===== src/rtl/assert_macros.svh =====
// ----------------------------------------------------------------------------
// Assertion macros
// Shared shorthands for the concurrent checks in the histogram RTL.
// ----------------------------------------------------------------------------
`ifndef ASSERT_MACROS_SVH
`define ASSERT_MACROS_SVH

// Check that is switched off while reset is high.
`define LBH_ASSERT(label, clk_sig, rst_sig, prop, msg) \
  label: assert property (@(posedge clk_sig) disable iff (rst_sig) prop) \
    else $error(msg);

// Check that also holds across reset.
`define LBH_ASSERT_NR(label, clk_sig, prop, msg) \
  label: assert property (@(posedge clk_sig) prop) \
    else $error(msg);

`endif


===== src/rtl/lbh_pkg.sv =====
// ----------------------------------------------------------------------------
// lbh_pkg
// Types, constants and helper functions of the log2 latency histogram.
// ----------------------------------------------------------------------------
package lbh_pkg;

  localparam int NUM_BUCKETS = 16;
  localparam int BKT_W       = $clog2(NUM_BUCKETS);
  localparam int CNT_W       = 48;
  localparam int NS_W        = 48;
  localparam int SUM_W       = 64;
  localparam int BP_W        = 14;
  localparam int PCT_W       = 16;
  localparam int Y_W         = CNT_W + BP_W;
  localparam int CUM_W       = Y_W + BKT_W + 1;

  localparam logic [Y_W-1:0] SCALE = Y_W'(10000);
  localparam logic [Y_W-1:0] ROUND = Y_W'(5000);

  localparam int             FB_W      = 26;
  localparam int             RECIP_W   = 27;
  localparam int             RECIP_SH  = 36;
  localparam logic [RECIP_W-1:0] RECIP = RECIP_W'(68719477);
  localparam logic [NS_W-1:0] FB_SAT_NS = NS_W'(65536000);

  typedef enum logic [1:0] {
    CMD_RECORD = 2'd0,
    CMD_QUERY  = 2'd1,
    CMD_CLEAR  = 2'd2
  } cmd_t;

  typedef enum logic [1:0] {
    ST_IDLE,
    ST_LAUNCH,
    ST_WALK,
    ST_FINISH
  } state_t;

  typedef struct packed {
    logic             valid;
    logic             found;
    logic [BKT_W-1:0] bucket;
    logic [CUM_W-1:0] cum;
  } walk_t;

  typedef struct packed {
    logic [CNT_W-1:0] count;
    logic [SUM_W-1:0] sum;
    logic [NS_W-1:0]  smallest;
    logic [NS_W-1:0]  largest;
  } stats_t;

  // A sample lands in bucket idx when its microsecond value has bit length idx,
  // with the last bucket taking everything longer.
  function automatic logic in_bucket(input logic [NS_W-1:0] ns,
                                     input logic [BKT_W-1:0] idx);
    logic [63:0] lo;
    logic [63:0] hi;
    logic        above;
    logic        below;
    lo    = (idx == '0) ? 64'd0 : (64'd1000 << (idx - 1'b1));
    hi    = 64'd1000 << idx;
    above = 64'(ns) >= lo;
    below = (int'(idx) == NUM_BUCKETS - 1) || (64'(ns) < hi);
    return above && below;
  endfunction

  function automatic logic [PCT_W-1:0] pct_of(input logic [BKT_W-1:0] bucket);
    logic [PCT_W-1:0] res;
    if (int'(bucket) >= PCT_W) begin
      res = '1;
    end else begin
      res = PCT_W'(1) << bucket;
    end
    return res;
  endfunction

endpackage


===== src/rtl/lbh_stats.sv =====
// ----------------------------------------------------------------------------
// lbh_stats
// Running totals of the histogram: sample count, sum, minimum and maximum.
// ----------------------------------------------------------------------------
module lbh_stats import lbh_pkg::*; (
  input  logic            clk,
  input  logic            rst,
  input  logic            record,
  input  logic            clear,
  input  logic [NS_W-1:0] ns,
  output stats_t          st
);

  logic [CNT_W-1:0] count;
  logic [SUM_W-1:0] sum;
  logic [NS_W-1:0]  smallest;
  logic [NS_W-1:0]  largest;

  always_ff @(posedge clk) begin
    if (rst || clear) begin
      count    <= '0;
      sum      <= '0;
      smallest <= '1;
      largest  <= '0;
    end else if (record) begin
      count <= count + 1'b1;
      sum   <= sum + SUM_W'(ns);
      if (ns < smallest) begin
        smallest <= ns;
      end
      if (ns > largest) begin
        largest <= ns;
      end
    end
  end

  assign st = '{count: count, sum: sum, smallest: smallest, largest: largest};

endmodule


===== config.mk =====
export PLATFORM = sky130hd
export DESIGN_NAME = lbh_stats
export DESIGN_NICKNAME = d
export VERILOG_FILES = /design/src/rtl/assert_macros.svh /design/src/rtl/lbh_pkg.sv /design/src/rtl/lbh_stats.sv
export SDC_FILE = /design/constraint.sdc
export NUM_CORES = 1
export LEC_CHECK = 0
export BUFFER_PORTS_ARGS = -buffer_cell sky130_fd_sc_hd__buf_2
export CORE_ASPECT_RATIO = 1.1
export CORE_MARGIN = 2
export CORE_UTILIZATION = 51
export DETAILED_ROUTE_END_ITERATION = 12
export HOLD_SLACK_MARGIN = 0.12
export PLACE_DENSITY = 0.78
export SLEW_MARGIN = 15
export SYNTH_ARGS = -nofsm -noshare
export SYNTH_HDL_FRONTEND = slang
export SYNTH_SLANG_ARGS = --single-unit

===== constraint.sdc =====
create_clock -name clk -period 2.9 [get_ports clk]
set_input_delay 0.435 -clock clk [delete_from_list [all_inputs] [get_ports clk]]
set_output_delay 0.435 -clock clk [all_outputs]
set_load 0.05 [all_outputs]

=== Word level (Yosys, flattened, before mapping) ===
Index checks and enable logic that the tools add are counted.

* Flip-flop bits (word level): 208
* Output and inout port bits: 208
* Bits in read-only memories: 0
* Latch bits: 0
* Memory bits (writable): 0
* Input port bits: 52
* Memories: 0

* Magnitude comparators: 2
* $add $sub $neg: 2
* Div/mod/pow operators: 0
* Shift-type cells: 0
* Reduce and logical (&&, ||, !) cells: 3
* Multiplexer cells: 0
* Bitwise operators: 0
* Equal/unequal tests: 0
* $mul: 0

{| class="wikitable"
|+ Operators with widths
! operator !! number
|-
| adder 64 x 48 -> 64 bit || 1
|-
| adder 48 x 1 -> 48 bit (second input constant) || 1
|-
| > comparator 48 bit || 1
|-
| less-than comparator 48 bit || 1
|-
| AND reduction 2 bit || 2
|-
| logical OR 1 bit || 1
|}

=== Logic depth before layout (Yosys ltp) ===
* Depth after elaboration: 2
* Mapped depth: 13
* Mapped depth without buffers: 11

=== Least setup slack after synthesis ===
OpenSTA, ideal clock, no wires.

* Path kind: register to register
* Start: reg sum[0]
* End: reg sum[44]
* Required time: 2773 ps
* Slack: -181 ps
* Data arrival time: 2954 ps
* Cell stages (with the launch flop): 12
* Period minus slack after synthesis: 3081 ps
* Setup time: 127 ps
* Path buffers: 0
* Cells stage by stage: dfxtp_1 -> ha_1 -> fa_1 -> a21o_1 -> a221o_1 -> a41oi_1 -> a2111oi_2 -> o21ai_1 -> a21oi_1 -> o21ai_1 -> o311a_1 -> or3_1

* Cells in the longest elaborated chain, start to end: 1

{| class="wikitable"
|+ RTL lines
! element !! line !! text
|-
| start, declared || lbh_stats.sv:15 || <nowiki>logic [SUM_W-1:0] sum;</nowiki>
|-
| start signal, assigned || lbh_stats.sv:27 || <nowiki>sum <= sum + SUM_W'(ns);</nowiki>
|-
| adder 64 x 48 -> 64 bit || lbh_stats.sv:27 ||
|}

Every way passes these cells.
A chain may end at the register's enable or synchronous reset.

=== Final worst setup path ===
* Start: reg smallest[1]
* End: reg smallest[36]

* Cells in the longest elaborated chain, start to end: 2

{| class="wikitable"
|+ RTL lines
! element !! line !! text
|-
| start, declared || lbh_stats.sv:16 || <nowiki>logic [NS_W-1:0] smallest;</nowiki>
|-
| start signal, assigned || lbh_stats.sv:29 || <nowiki>smallest <= ns;</nowiki>
|-
| less-than comparator 48 bit || lbh_stats.sv:28 || <nowiki>if (ns < smallest) begin</nowiki>
|-
| AND reduction 2 bit (no source line) || -- ||
|}

Every way passes these cells.

==> results.md <==
* Status: completed
* Number of synthesized flops with an enable pin at 0
* Clock sink total at 208
* Die W at approximately 160 um
* FF-to-FF Start: smallest[1]$_SDFFE_PP1P_
* CTS max path bufs at 3
* Area growth, synth to finish at 31.2%
* Syn. warnings at 0
* MaxCap Viol Count at 0
* I/O Buffers at between 200 and 300
* Leak at between 8 and 9 nW
* H-Tree Depth at 1
* Mapped Area at around 0.013 mm2
* Share of cells above drive strength 1 at ~28%
* Slew Viols, Final at 0
* Most area-hungry cell type in the Yosys netlist: dfxtp_1
* Critical path capture point type: flop
* Antenna Nets Post-Route at 0
* Final HPWL DP at roughly 30 mm
* Wirelength per Cell at about 18 um
* Initial DRT Pass Iterations at 5
* Clock slew at reported path FFs at ~60 ps
* Crit path DAT at roughly 3300 ps
* CP required at 3330 ps
* Total Routing Usage GR at between 20 and 30%
* Crit path time final at 2850 ps
* Power per Cell Area at a little under 500 mW/mm2
* Commonest cells in the synthesized netlist: dfxtp_1 (208), nor2_1 (172), inv_1 (165)
* Io pins at 260
* Ant diodes at 0
* Worst-Skew Late Latency at 520 ps
* RSZ-0062 raised after global routing: yes
* Yosys reg bits at around 210
* Slew Limit Headroom at between 50% and 60%
* CTS root buf: clkbuf_16
* Top cells by area, synth: dfxtp_1 (32%), ha_1 (14%), mux2i_1 (5.9%), nor2_1 (4.9%), inv_1 (4.7%)
* Final non-filler cell total at between 2000 and 2500
* Via count at around 13000
* Number of global-route vias before repair at 13100
* Final Hold Fails at 0
* Met2 routed WL at between 20 and 25 mm
* RR Endpoint: smallest[36]$_SDFFE_PP1P_
* Share of synthesized registers carrying an async set or reset at 0%
* Most common flop cell mapped by yosys: dfxtp_1
* First-pass GRT wire length at about 65 mm
* Critical Path Source: smallest[1]$_SDFFE_PP1P_
* Final Power at between 8 and 9 mW
* Count leader, synth: dfxtp_1
* Count of final setup violators at 0
* DR vias/cell at 5.67
* Fin nets at approximately 2200
* Die Ht at between 150 and 200 um
* Residual overflow from global routing at 0
* Placement Setup Slack at -379 ps
* Register area share after synthesis at a little under a third
* Met3 wire length at ~2.7 mm
* Core Area at between 0.02 and 0.03 mm2
* Synthesized net count at 1800
* Setup Crit Path Kind: flop to flop
* Gpl congestion at approximately 0.9
* CP startpoint kind: flop
* Final setup TNS at 0 ps
* Initial core utilization at approximately 52%
* Synthesized area per cell at 8.19 um2
* Row count at between 60 and 70
* Largest net degree at the start of global routing at 55
* Highest routed layer: met4
* Residual DRC at 0
* Post-Route WL at between 40 and 50 mm
* Final Util at 68.2%
* Hold slack at 217 ps
* Mapped Cells at approximately 1600
* Fin Clk Skew at ~14 ps
* Placed cell count at approximately 2300
* Cells on worst reg2reg path at 11
* # fillers at around 2000
* F_max at ~0.35 GHz
* Met1 wire length at around 17 mm
* Tcrit/Tclk final at a little over nine tenths
* TritonCTS Buffers at 24
* Worst setup endpoint: smallest[36]$_SDFFE_PP1P_
* CTS tree: built
* Final WS setup at between 50 and 60 ps
* Worst slew pin tran at roughly 710 ps
* Hold Crit Class: primary input to flop
* Die area at 0.0271 mm2
* FF-to-FF setup slack at just over 50 ps
* Initial antenna violation count at 0
* Placement Cell Area at ~0.016 mm2
* Design area at between 0.015 and 0.02 mm2
* Share of the synthesized area in the top cell type at between 30% and 40%
* Critical path peak fanout at 20
* Worst VDD drop at ~390 uV
* Drt first-iter violations at 853
* Yosys cell types at 69
## sequential cells by signal, indices dropped and copies added, names as in the netlist
name      flops
largest      48
count        48
smallest     48
sum          64
## critical path: stages (launching register included)
cell and delay, ps:
dfxtp_1 340, inv_1 50, ha_1 260, a211oi_1 310, o21ai_1 180, a211o_1 340
a21o_1 240, o2111ai_1 230, nand4_1 180, and2_2 260, buf_12 160, o211ai_1 200
## power breakdown
| group | switching (mW) | internal (mW) |
|---|---|---|
| Combinational | 1.35 | 0.812 |
| Clock | 1.26 | 1.91 |
| Sequential | 0.0860 | 2.96 |
## worst min-delay path by stage
stage                           start                 endpoint  slack [ps]  cells after the start
6_report                        ns[0]  largest[0]$_SDFFE_PP0P_         220                      3
5_1_grt                         ns[0]  largest[0]$_SDFFE_PP0P_         240                      3
4_1_cts                         ns[0]  largest[0]$_SDFFE_PP0P_         210                      3
3_5_place_dp   count[47]$_SDFFE_PP0P_   count[47]$_SDFFE_PP0P_         480                      2
3_3_place_gp   count[47]$_SDFFE_PP0P_   count[47]$_SDFFE_PP0P_         470                      2
2_1_floorplan    sum[20]$_SDFFE_PP0P_     sum[20]$_SDFFE_PP0P_         580                      2
## kinds of logic after synthesis
kind of cell	synth area share, %
fa+ha+maj	13.9
simple gates	18.4
mux	5.94
flops	31.7
compound gates	17.2
xor+xnor	5.94
buf+inv	6.92
## cell usage in the layout, fill, tap and decap left out, types with 7 or more instances in the layout
cell type	count
nand2b_1	7
nand3_1	92
nand2_1	84
a21o_1	42
ha_1	138
o211ai_1	55
a21oi_2	8
dfxtp_1	194
a31oi_1	8
o21ai_0	52
o21bai_1	7
nor3_1	19
xnor2_1	37
inv_1	165
clkbuf_16	27
mux2i_1	77
nor2_1	168
nor2b_1	10
buf_4	185
a211oi_1	8
nor4_1	7
and3_1	21
nand4_1	51
a21oi_1	78
or3_1	13
xor2_1	52
dfxtp_2	14
clkbuf_1	7
buf_2	259
## per-layer routing
layer  track usage (%)  vias to the layer above
met5                 0                        -
met2              52.3                      442
li1                  -                     6479
met1              34.8                     6425
met4              12.6                        0
met3              4.76                      103
## what timing repair did
| item | 4_1_cts | 5_1_grt |
|---|---|---|
| endpoints found under the setup margin | 11 | 72 |
| cloned | 0 | 2 |
| resized for setup | 6 | 37 |
| hold buffers | 0 | 0 |
| pin swaps | 0 | 14 |
| hold endpoints to repair | 0 | 0 |
| setup buffers | 0 | 3 |
## layout make-up
class                   count  area, um2  area share [%]
well taps                 346        433            2.51
clock inverters             6       85.1           0.494
clock buffers              38        734            4.26
inverters                 166        623            3.62
repair buffers            453       2870            16.7
multi-input cells        1155       8300            48.2
flip-flops and latches    208       4180            24.3
No activity file was read; power rests on OpenSTA's default activity.
