$ cat config.mk
export PLATFORM = sky130hd
export DESIGN_NAME = lbh_cell
export DESIGN_NICKNAME = d
export VERILOG_FILES = /design/src/rtl/assert_macros.svh /design/src/rtl/lbh_pkg.sv /design/src/rtl/lbh_cell.sv
export SDC_FILE = /design/constraint.sdc
export NUM_CORES = 1
export LEC_CHECK = 0
export ABC_CLOCK_PERIOD_IN_PS = 6450
export BUFFER_PORTS_ARGS = -buffer_cell sky130_fd_sc_hd__buf_2
export CAP_MARGIN = 25
export CORE_ASPECT_RATIO = 0.9
export CORE_MARGIN = 2
export CORE_UTILIZATION = 55
export DETAILED_ROUTE_END_ITERATION = 8
export PLACE_DENSITY = 0.87
export SYNTH_ARGS = -nofsm -noshare
export SYNTH_HDL_FRONTEND = slang
export SYNTH_SLANG_ARGS = --single-unit
export TNS_END_PERCENT = 20
$ cat constraint.sdc
create_clock -name clk -period 6.45 [get_ports clk]
set_clock_uncertainty 0.2 [all_clocks]
set_input_delay 0 -clock clk [delete_from_list [all_inputs] [get_ports clk]]
set_output_delay 0 -clock clk [all_outputs]
set_load 0.01 [all_outputs]
$ cat src/rtl/assert_macros.svh
// ----------------------------------------------------------------------------
// Assertion macros
// Shared shorthands for the concurrent checks in the histogram RTL.
// ----------------------------------------------------------------------------
`ifndef ASSERT_MACROS_SVH
`define ASSERT_MACROS_SVH

// Check that is switched off while reset is high.
`define LBH_ASSERT(label, clk_sig, rst_sig, prop, msg) \
  label: assert property (@(posedge clk_sig) disable iff (rst_sig) prop) \
    else $error(msg);

// Check that also holds across reset.
`define LBH_ASSERT_NR(label, clk_sig, prop, msg) \
  label: assert property (@(posedge clk_sig) prop) \
    else $error(msg);

`endif

$ cat src/rtl/lbh_pkg.sv
// ----------------------------------------------------------------------------
// lbh_pkg
// Types, constants and helper functions of the log2 latency histogram.
// ----------------------------------------------------------------------------
package lbh_pkg;

  localparam int NUM_BUCKETS = 16;
  localparam int BKT_W       = $clog2(NUM_BUCKETS);
  localparam int CNT_W       = 48;
  localparam int NS_W        = 48;
  localparam int SUM_W       = 64;
  localparam int BP_W        = 14;
  localparam int PCT_W       = 16;
  localparam int Y_W         = CNT_W + BP_W;
  localparam int CUM_W       = Y_W + BKT_W + 1;

  localparam logic [Y_W-1:0] SCALE = Y_W'(10000);
  localparam logic [Y_W-1:0] ROUND = Y_W'(5000);

  localparam int             FB_W      = 26;
  localparam int             RECIP_W   = 27;
  localparam int             RECIP_SH  = 36;
  localparam logic [RECIP_W-1:0] RECIP = RECIP_W'(68719477);
  localparam logic [NS_W-1:0] FB_SAT_NS = NS_W'(65536000);

  typedef enum logic [1:0] {
    CMD_RECORD = 2'd0,
    CMD_QUERY  = 2'd1,
    CMD_CLEAR  = 2'd2
  } cmd_t;

  typedef enum logic [1:0] {
    ST_IDLE,
    ST_LAUNCH,
    ST_WALK,
    ST_FINISH
  } state_t;

  typedef struct packed {
    logic             valid;
    logic             found;
    logic [BKT_W-1:0] bucket;
    logic [CUM_W-1:0] cum;
  } walk_t;

  typedef struct packed {
    logic [CNT_W-1:0] count;
    logic [SUM_W-1:0] sum;
    logic [NS_W-1:0]  smallest;
    logic [NS_W-1:0]  largest;
  } stats_t;

  // A sample lands in bucket idx when its microsecond value has bit length idx,
  // with the last bucket taking everything longer.
  function automatic logic in_bucket(input logic [NS_W-1:0] ns,
                                     input logic [BKT_W-1:0] idx);
    logic [63:0] lo;
    logic [63:0] hi;
    logic        above;
    logic        below;
    lo    = (idx == '0) ? 64'd0 : (64'd1000 << (idx - 1'b1));
    hi    = 64'd1000 << idx;
    above = 64'(ns) >= lo;
    below = (int'(idx) == NUM_BUCKETS - 1) || (64'(ns) < hi);
    return above && below;
  endfunction

  function automatic logic [PCT_W-1:0] pct_of(input logic [BKT_W-1:0] bucket);
    logic [PCT_W-1:0] res;
    if (int'(bucket) >= PCT_W) begin
      res = '1;
    end else begin
      res = PCT_W'(1) << bucket;
    end
    return res;
  endfunction

endpackage

$ cat src/rtl/lbh_cell.sv
// ----------------------------------------------------------------------------
// lbh_cell
// One histogram bucket: holds its count and a count scaled by 10000, and
// adds the scaled count to the percentile walk that passes through it.
// ----------------------------------------------------------------------------
module lbh_cell import lbh_pkg::*; (
  input  logic             clk,
  input  logic             rst,
  input  logic [BKT_W-1:0] idx,
  input  logic             record,
  input  logic             clear,
  input  logic [NS_W-1:0]  ns,
  input  logic [Y_W-1:0]   target_y,
  input  walk_t            walk_in,
  output walk_t            walk_out
);

  logic [CNT_W-1:0] count;
  logic [Y_W-1:0]   scaled;
  logic [CUM_W-1:0] cum_sum;
  logic             hit;
  logic             walk_valid;
  logic             walk_found;
  logic [BKT_W-1:0] walk_bucket;
  logic [CUM_W-1:0] walk_cum;

  always_ff @(posedge clk) begin
    if (rst || clear) begin
      count  <= '0;
      scaled <= '0;
    end else if (record && in_bucket(ns, idx)) begin
      count  <= count + 1'b1;
      scaled <= (&count) ? '0 : scaled + SCALE;
    end
  end

  assign cum_sum = walk_in.cum + CUM_W'(scaled);
  assign hit     = CUM_W'(target_y) < cum_sum;

  always_ff @(posedge clk) begin
    if (rst) begin
      walk_valid <= 1'b0;
    end else begin
      walk_valid <= walk_in.valid;
    end
  end

  always_ff @(posedge clk) begin
    walk_found  <= walk_in.found | hit;
    walk_bucket <= walk_in.found ? walk_in.bucket : idx;
    walk_cum    <= cum_sum;
  end

  assign walk_out = '{valid: walk_valid, found: walk_found,
                      bucket: walk_bucket, cum: walk_cum};

endmodule

-- Yosys cells after proc, flatten, opt, wreduce, memory -nomap -nowiden
Cells that the tools add are included.
- register bits: 183
- input bits: 191
- order comparisons: 3
- reduce and logical (&&, ||, !) cells: 6
- mux-type cells: 3
- bitwise operators: 1
- equality and inequality tests: 1
- shift-type cells: 2
- add/sub/neg operators: 4
- operators by type and width (kind ; count):
    << shifter 10 x 4 -> 64 bit (first input constant) ; 2
    adder 67 x 62 -> 67 bit ; 1
    < comparator 62 x 67 -> 1 bit ; 1
    greater-or-equal comparator 48 x 64 -> 1 bit ; 1
    < comparator 48 x 64 -> 1 bit ; 1
    2-to-1 mux 64 bit ; 1
    adder 62 x 14 -> 62 bit (second input constant) ; 1
    2-to-1 mux 62 bit ; 1
    adder 48 x 1 -> 48 bit (second input constant) ; 1
    AND reduction 48 bit ; 1
    == test 4 x 1 -> 1 bit (second input constant) ; 1
    logical NOT 4 bit ; 1
    2-to-1 mux 4 bit ; 1
    subtractor 4 x 1 -> 4 bit (second input constant) ; 1
    logical AND 1 bit ; 2
    logical OR 1 bit ; 2
    OR 1 bit ; 1

-- Logic depth before layout (Yosys ltp)
- word-level depth: 6
- depth in mapped cells: 23
- mapped depth without buffers: 22

-- Least setup slack after synthesis
OpenSTA, ideal clock, no wires.
- path type: reg-to-reg
- start point: register scaled[5]
- end point: register walk_found
- cell stages (with the launch flop): 20
- path buffers: 0
- data arrival time: 4343 ps
- required time: 6116 ps
- setup slack: 1772 ps
- period minus slack after synthesis: 4678 ps
- path through: dfxtp_1 -> ha_1 -> a21oi_1 -> o21ai_0 -> o311ai_0 -> a21oi_1 -> a31oi_1 -> o21ai_0 -> a21bo_2 -> a211oi_1 -> o221ai_1 -> xnor2_1 -> ha_1 -> nand2_1 -> nor4_1 -> a2111oi_0 -> and3_1 -> o31ai_1 -> nand4bb_1 -> or4_1
- cells in the longest elaborated chain, start to end: 3
- RTL lines (element ; RTL line ; source):
    start: declaration ; lbh_cell.sv:19 ; logic [Y_W-1:0] scaled;
    start signal: assignment ; lbh_cell.sv:33 ; scaled <= (&count) ? '0 : scaled + SCALE;
    adder 67 x 62 -> 67 bit ; lbh_cell.sv:37 ; assign cum_sum = walk_in.cum + CUM_W'(scaled);
    < comparator 62 x 67 -> 1 bit ; lbh_cell.sv:38 ; assign hit = CUM_W'(target_y) < cum_sum;
    OR 1 bit ; lbh_cell.sv:49 ; walk_found <= walk_in.found | hit;
    end signal: assignment ; lbh_cell.sv:49 ;
    end: declaration ; lbh_cell.sv:23 ; logic walk_found;
No other way between the ends.
A chain may end at the register's enable or synchronous reset.

-- Worst setup path in the final report
Ends and elaborated chain as after synthesis.

==> run_results.csv <==
group,metric,value,unit
run_status,status,"completed",
yosys,yosys-top-cells-area,"dfxtp_1 27%, ha_1 17%, xnor2_1 7.7%",
sta,fmax,157,MHz
drt,routed-via-count,13499,
critical_path,critPathMaxFanout,5,
pwr,ir_drop,151,uV
cts,cts_setup_buffers,0,
final_layout,fin_nets,2313,
critical_path,cp-end-kind,"flop",
place,dpl_worst_slack,0.598,ns
yosys,yosysWarningCount,0,
cts,cts.path.max_buffers,2,
final_layout,drive_above_1_share,0.161,
die,start_util,0.559,
final_layout,multi_input_area,8840,um^2
die,core,23300,um^2
critical_path,rr_worst_depth,20,
final_layout,antenna_cells,0,
yosys,ys_ff_latch,179,
cts,cts_tree,"built",
drt,wl_per_cell,16.9,um
final_layout,regArea,3580,um^2
cts,clk_pin_slew,0.07,ns
sta,tightest_slew,0.990,ns
yosys,synthArstFlopShare,0,
yosys,synth_edf_count,0,
critical_path,timing.rr.start,"scaled[5]",
drt,route.detailed.drc,0,
yosys,syn_area_per_cell,7.95,um^2
yosys,ys_seq_area_frac,0.275,
place,gp_congestion,0.982,
critical_path,cp.arrival,6.48,ns
worst_hold_path,hold_start,"walk_in[0]",
final_layout,nFillCells,1804,
yosys,syn_nets,2006,
final_layout,final_cell_mix,"260 x buf_2, 179 x dfxtp_1, 173 x ha_1",
place,io_buffers,260,
sta,slew_headroom,0.323,
yosys,yosys.cell_types.count,66,
drt,viasPerCell,5.96,
drt,ant_nets,0,
die,die_w,166,um
job,cap_viol_max_count,0,
global_route,grt_use_total,0.295,
cts,cts_buffers,17,
final_layout,layout_commonest_cell,"buf_2",
sta,setup_viol,0,
sta,hold_slack,0.0255,ns
critical_path,critPathLaunch,"scaled[5]",
global_route,first_global_vias,12960,
critical_path,critPathKind,"reg -> reg",
final_layout,stdcell_area,16000,um^2
yosys,ys.flop_type,"dfxtp_1",
die,ios,264,
sta,hold_violations,0,
die,die_area,25000,um^2
drt,first_iter_violations,1094,
sta,min_period,6.36,ns
place,placed_cell_area,14500,um^2
cts,cts_max_level,4,
global_route,antenna_found_initial,0,
worst_hold_path,min_path_cells,2,
pwr,leakage,6.86,nW
critical_path,startpoint_type,"flop",
yosys,netlist_area,13000,um^2
pwr,power.density,169,nW/um^2
cts,clk_latency,0.43,ns
global_route,grt_pass1_wl,61200,um
final_layout,post-route-util,0.684,
sta,drv_slew,0,
yosys,synth_top_area_cell,"dfxtp_1",
final_layout,synthToLayoutAreaGrowth,22.4,%
yosys,synthCells,1642,
yosys,yosysTopAreaCellShare,0.275,
die,row_count,53,
die,die_y,150,um
global_route,grt_overflow,0,
sta,finalCritPeriodShare,0.986,
drt,drtPass1Iterations,7,
place,hpwlAfterDp,27100,um
pwr,total_power,0.00270,W
cts,cts-root-buf,"clkbuf_16",
global_route,grt_max_degree,59,
critical_path,cp.required,6.57,ns
cts,clock_sinks,179,
worst_hold_path,min_path_type,"in -> reg",
drt,wl,38300,um
sta,fin_ws,0.0904,ns
synthesized netlist by cell type (all sizes together), types with 7 or more instances:
cell and n:
a31oi 15, a2111oi 7, nand2b 12, nand4 59, or2 8, o21a 14, buf 15, a21oi 119
ha 173, o211ai 14, nor2 169, inv 97, nand3 40, dfxtp 179, a211oi 13, nor3 55
o21ai 86, nor2b 14, and3 20, or3 20, nor4 24, a21o 38, clkbuf 49, xor2 46
o31ai 8, nor3b 7, xnor2 115, nand2 142, and2 17, o21bai 11
worst paths after layout:
path	endpoint	slack, ns
worst max register to register	walk_found	0.09
worst min register to register	count[1]	0.28
worst max-delay path	walk_found	0.09
worst min-delay path	walk_cum[0]	0.03
kinds of logic after synthesis:
family,Yosys count,share of synthesized area
AO/OA/AOI/OAI,360,0.173
XOR/XNOR,161,0.108
adder cells (fa/ha/maj),173,0.166
buffers and inverters,161,0.0494
flip-flops,179,0.275
multiplexers,4,0.00326
other,1,0.000287
AND/OR/NAND/NOR,603,0.226
cell type report:
cell class / count / area share
multi-input combinational: 1302 / 0.553
sequential: 179 / 0.224
timing repair buffer: 352 / 0.139
clock buffer: 19 / 0.0277
tap: 302 / 0.0237
inverter: 97 / 0.0228
clock inverter: 13 / 0.00940
critical path, cell delays in order, from the launching register on:
cell	delay, ns
dfxtp_1	0.41
ha_1	0.30
a21oi_1	0.32
o21ai_0	0.32
o311ai_1	0.36
a21oi_1	0.23
a31oi_2	0.34
o21ai_0	0.22
a21bo_2	0.26
a211oi_2	0.43
o221ai_1	0.27
xnor2_1	0.19
ha_1	0.31
nand2_1	0.09
nor4_2	0.40
a2111oi_0	0.19
and3_1	0.22
o31ai_1	0.07
nand4bb_1	0.14
or4_1	0.41
dlygate4sd3_1	0.57
metal layers:
| metal | track usage | up-vias | part of all wire |
|---|---|---|---|
| li1 | - | 6452 | - |
| met1 | 0.360 | 6198 | 0.41 |
| met2 | 0.509 | 683 | 0.47 |
| met3 | 0.0555 | 166 | 0.079 |
| met4 | 0.134 | 0 | 0.046 |
| met5 | 0 | - | 0 |
report_power, final:
part | total (W) | internal (W) | switching (W)
logic | 0.000500 | 0.000226 | 0.000273
registers | 0.00114 | 0.00113 | 0.00000737
clock network | 0.00106 | 0.000588 | 0.000476
sequential cells by signal, indices dropped and copies added (netlist names):
signal and flops:
scaled 58, walk_found 1, walk_cum 67, walk_valid 1, count 48, walk_bucket 4
repair_timing:
item,4_1_cts,5_1_grt
setup endpoints to repair,0,1
hold buffers,89,0
gates resized for setup,0,6
hold endpoints to repair,69,0
per-stage QoR:
stage	instances	setup TNS [ns]
2_1_floorplan	1642	0
3_3_place_gp	2143	0
3_5_place_dp	2143	0
4_1_cts	2264	0
5_1_grt	2264	-0.0640
6_report	2264	0
(Power assumes the default switching activity.)
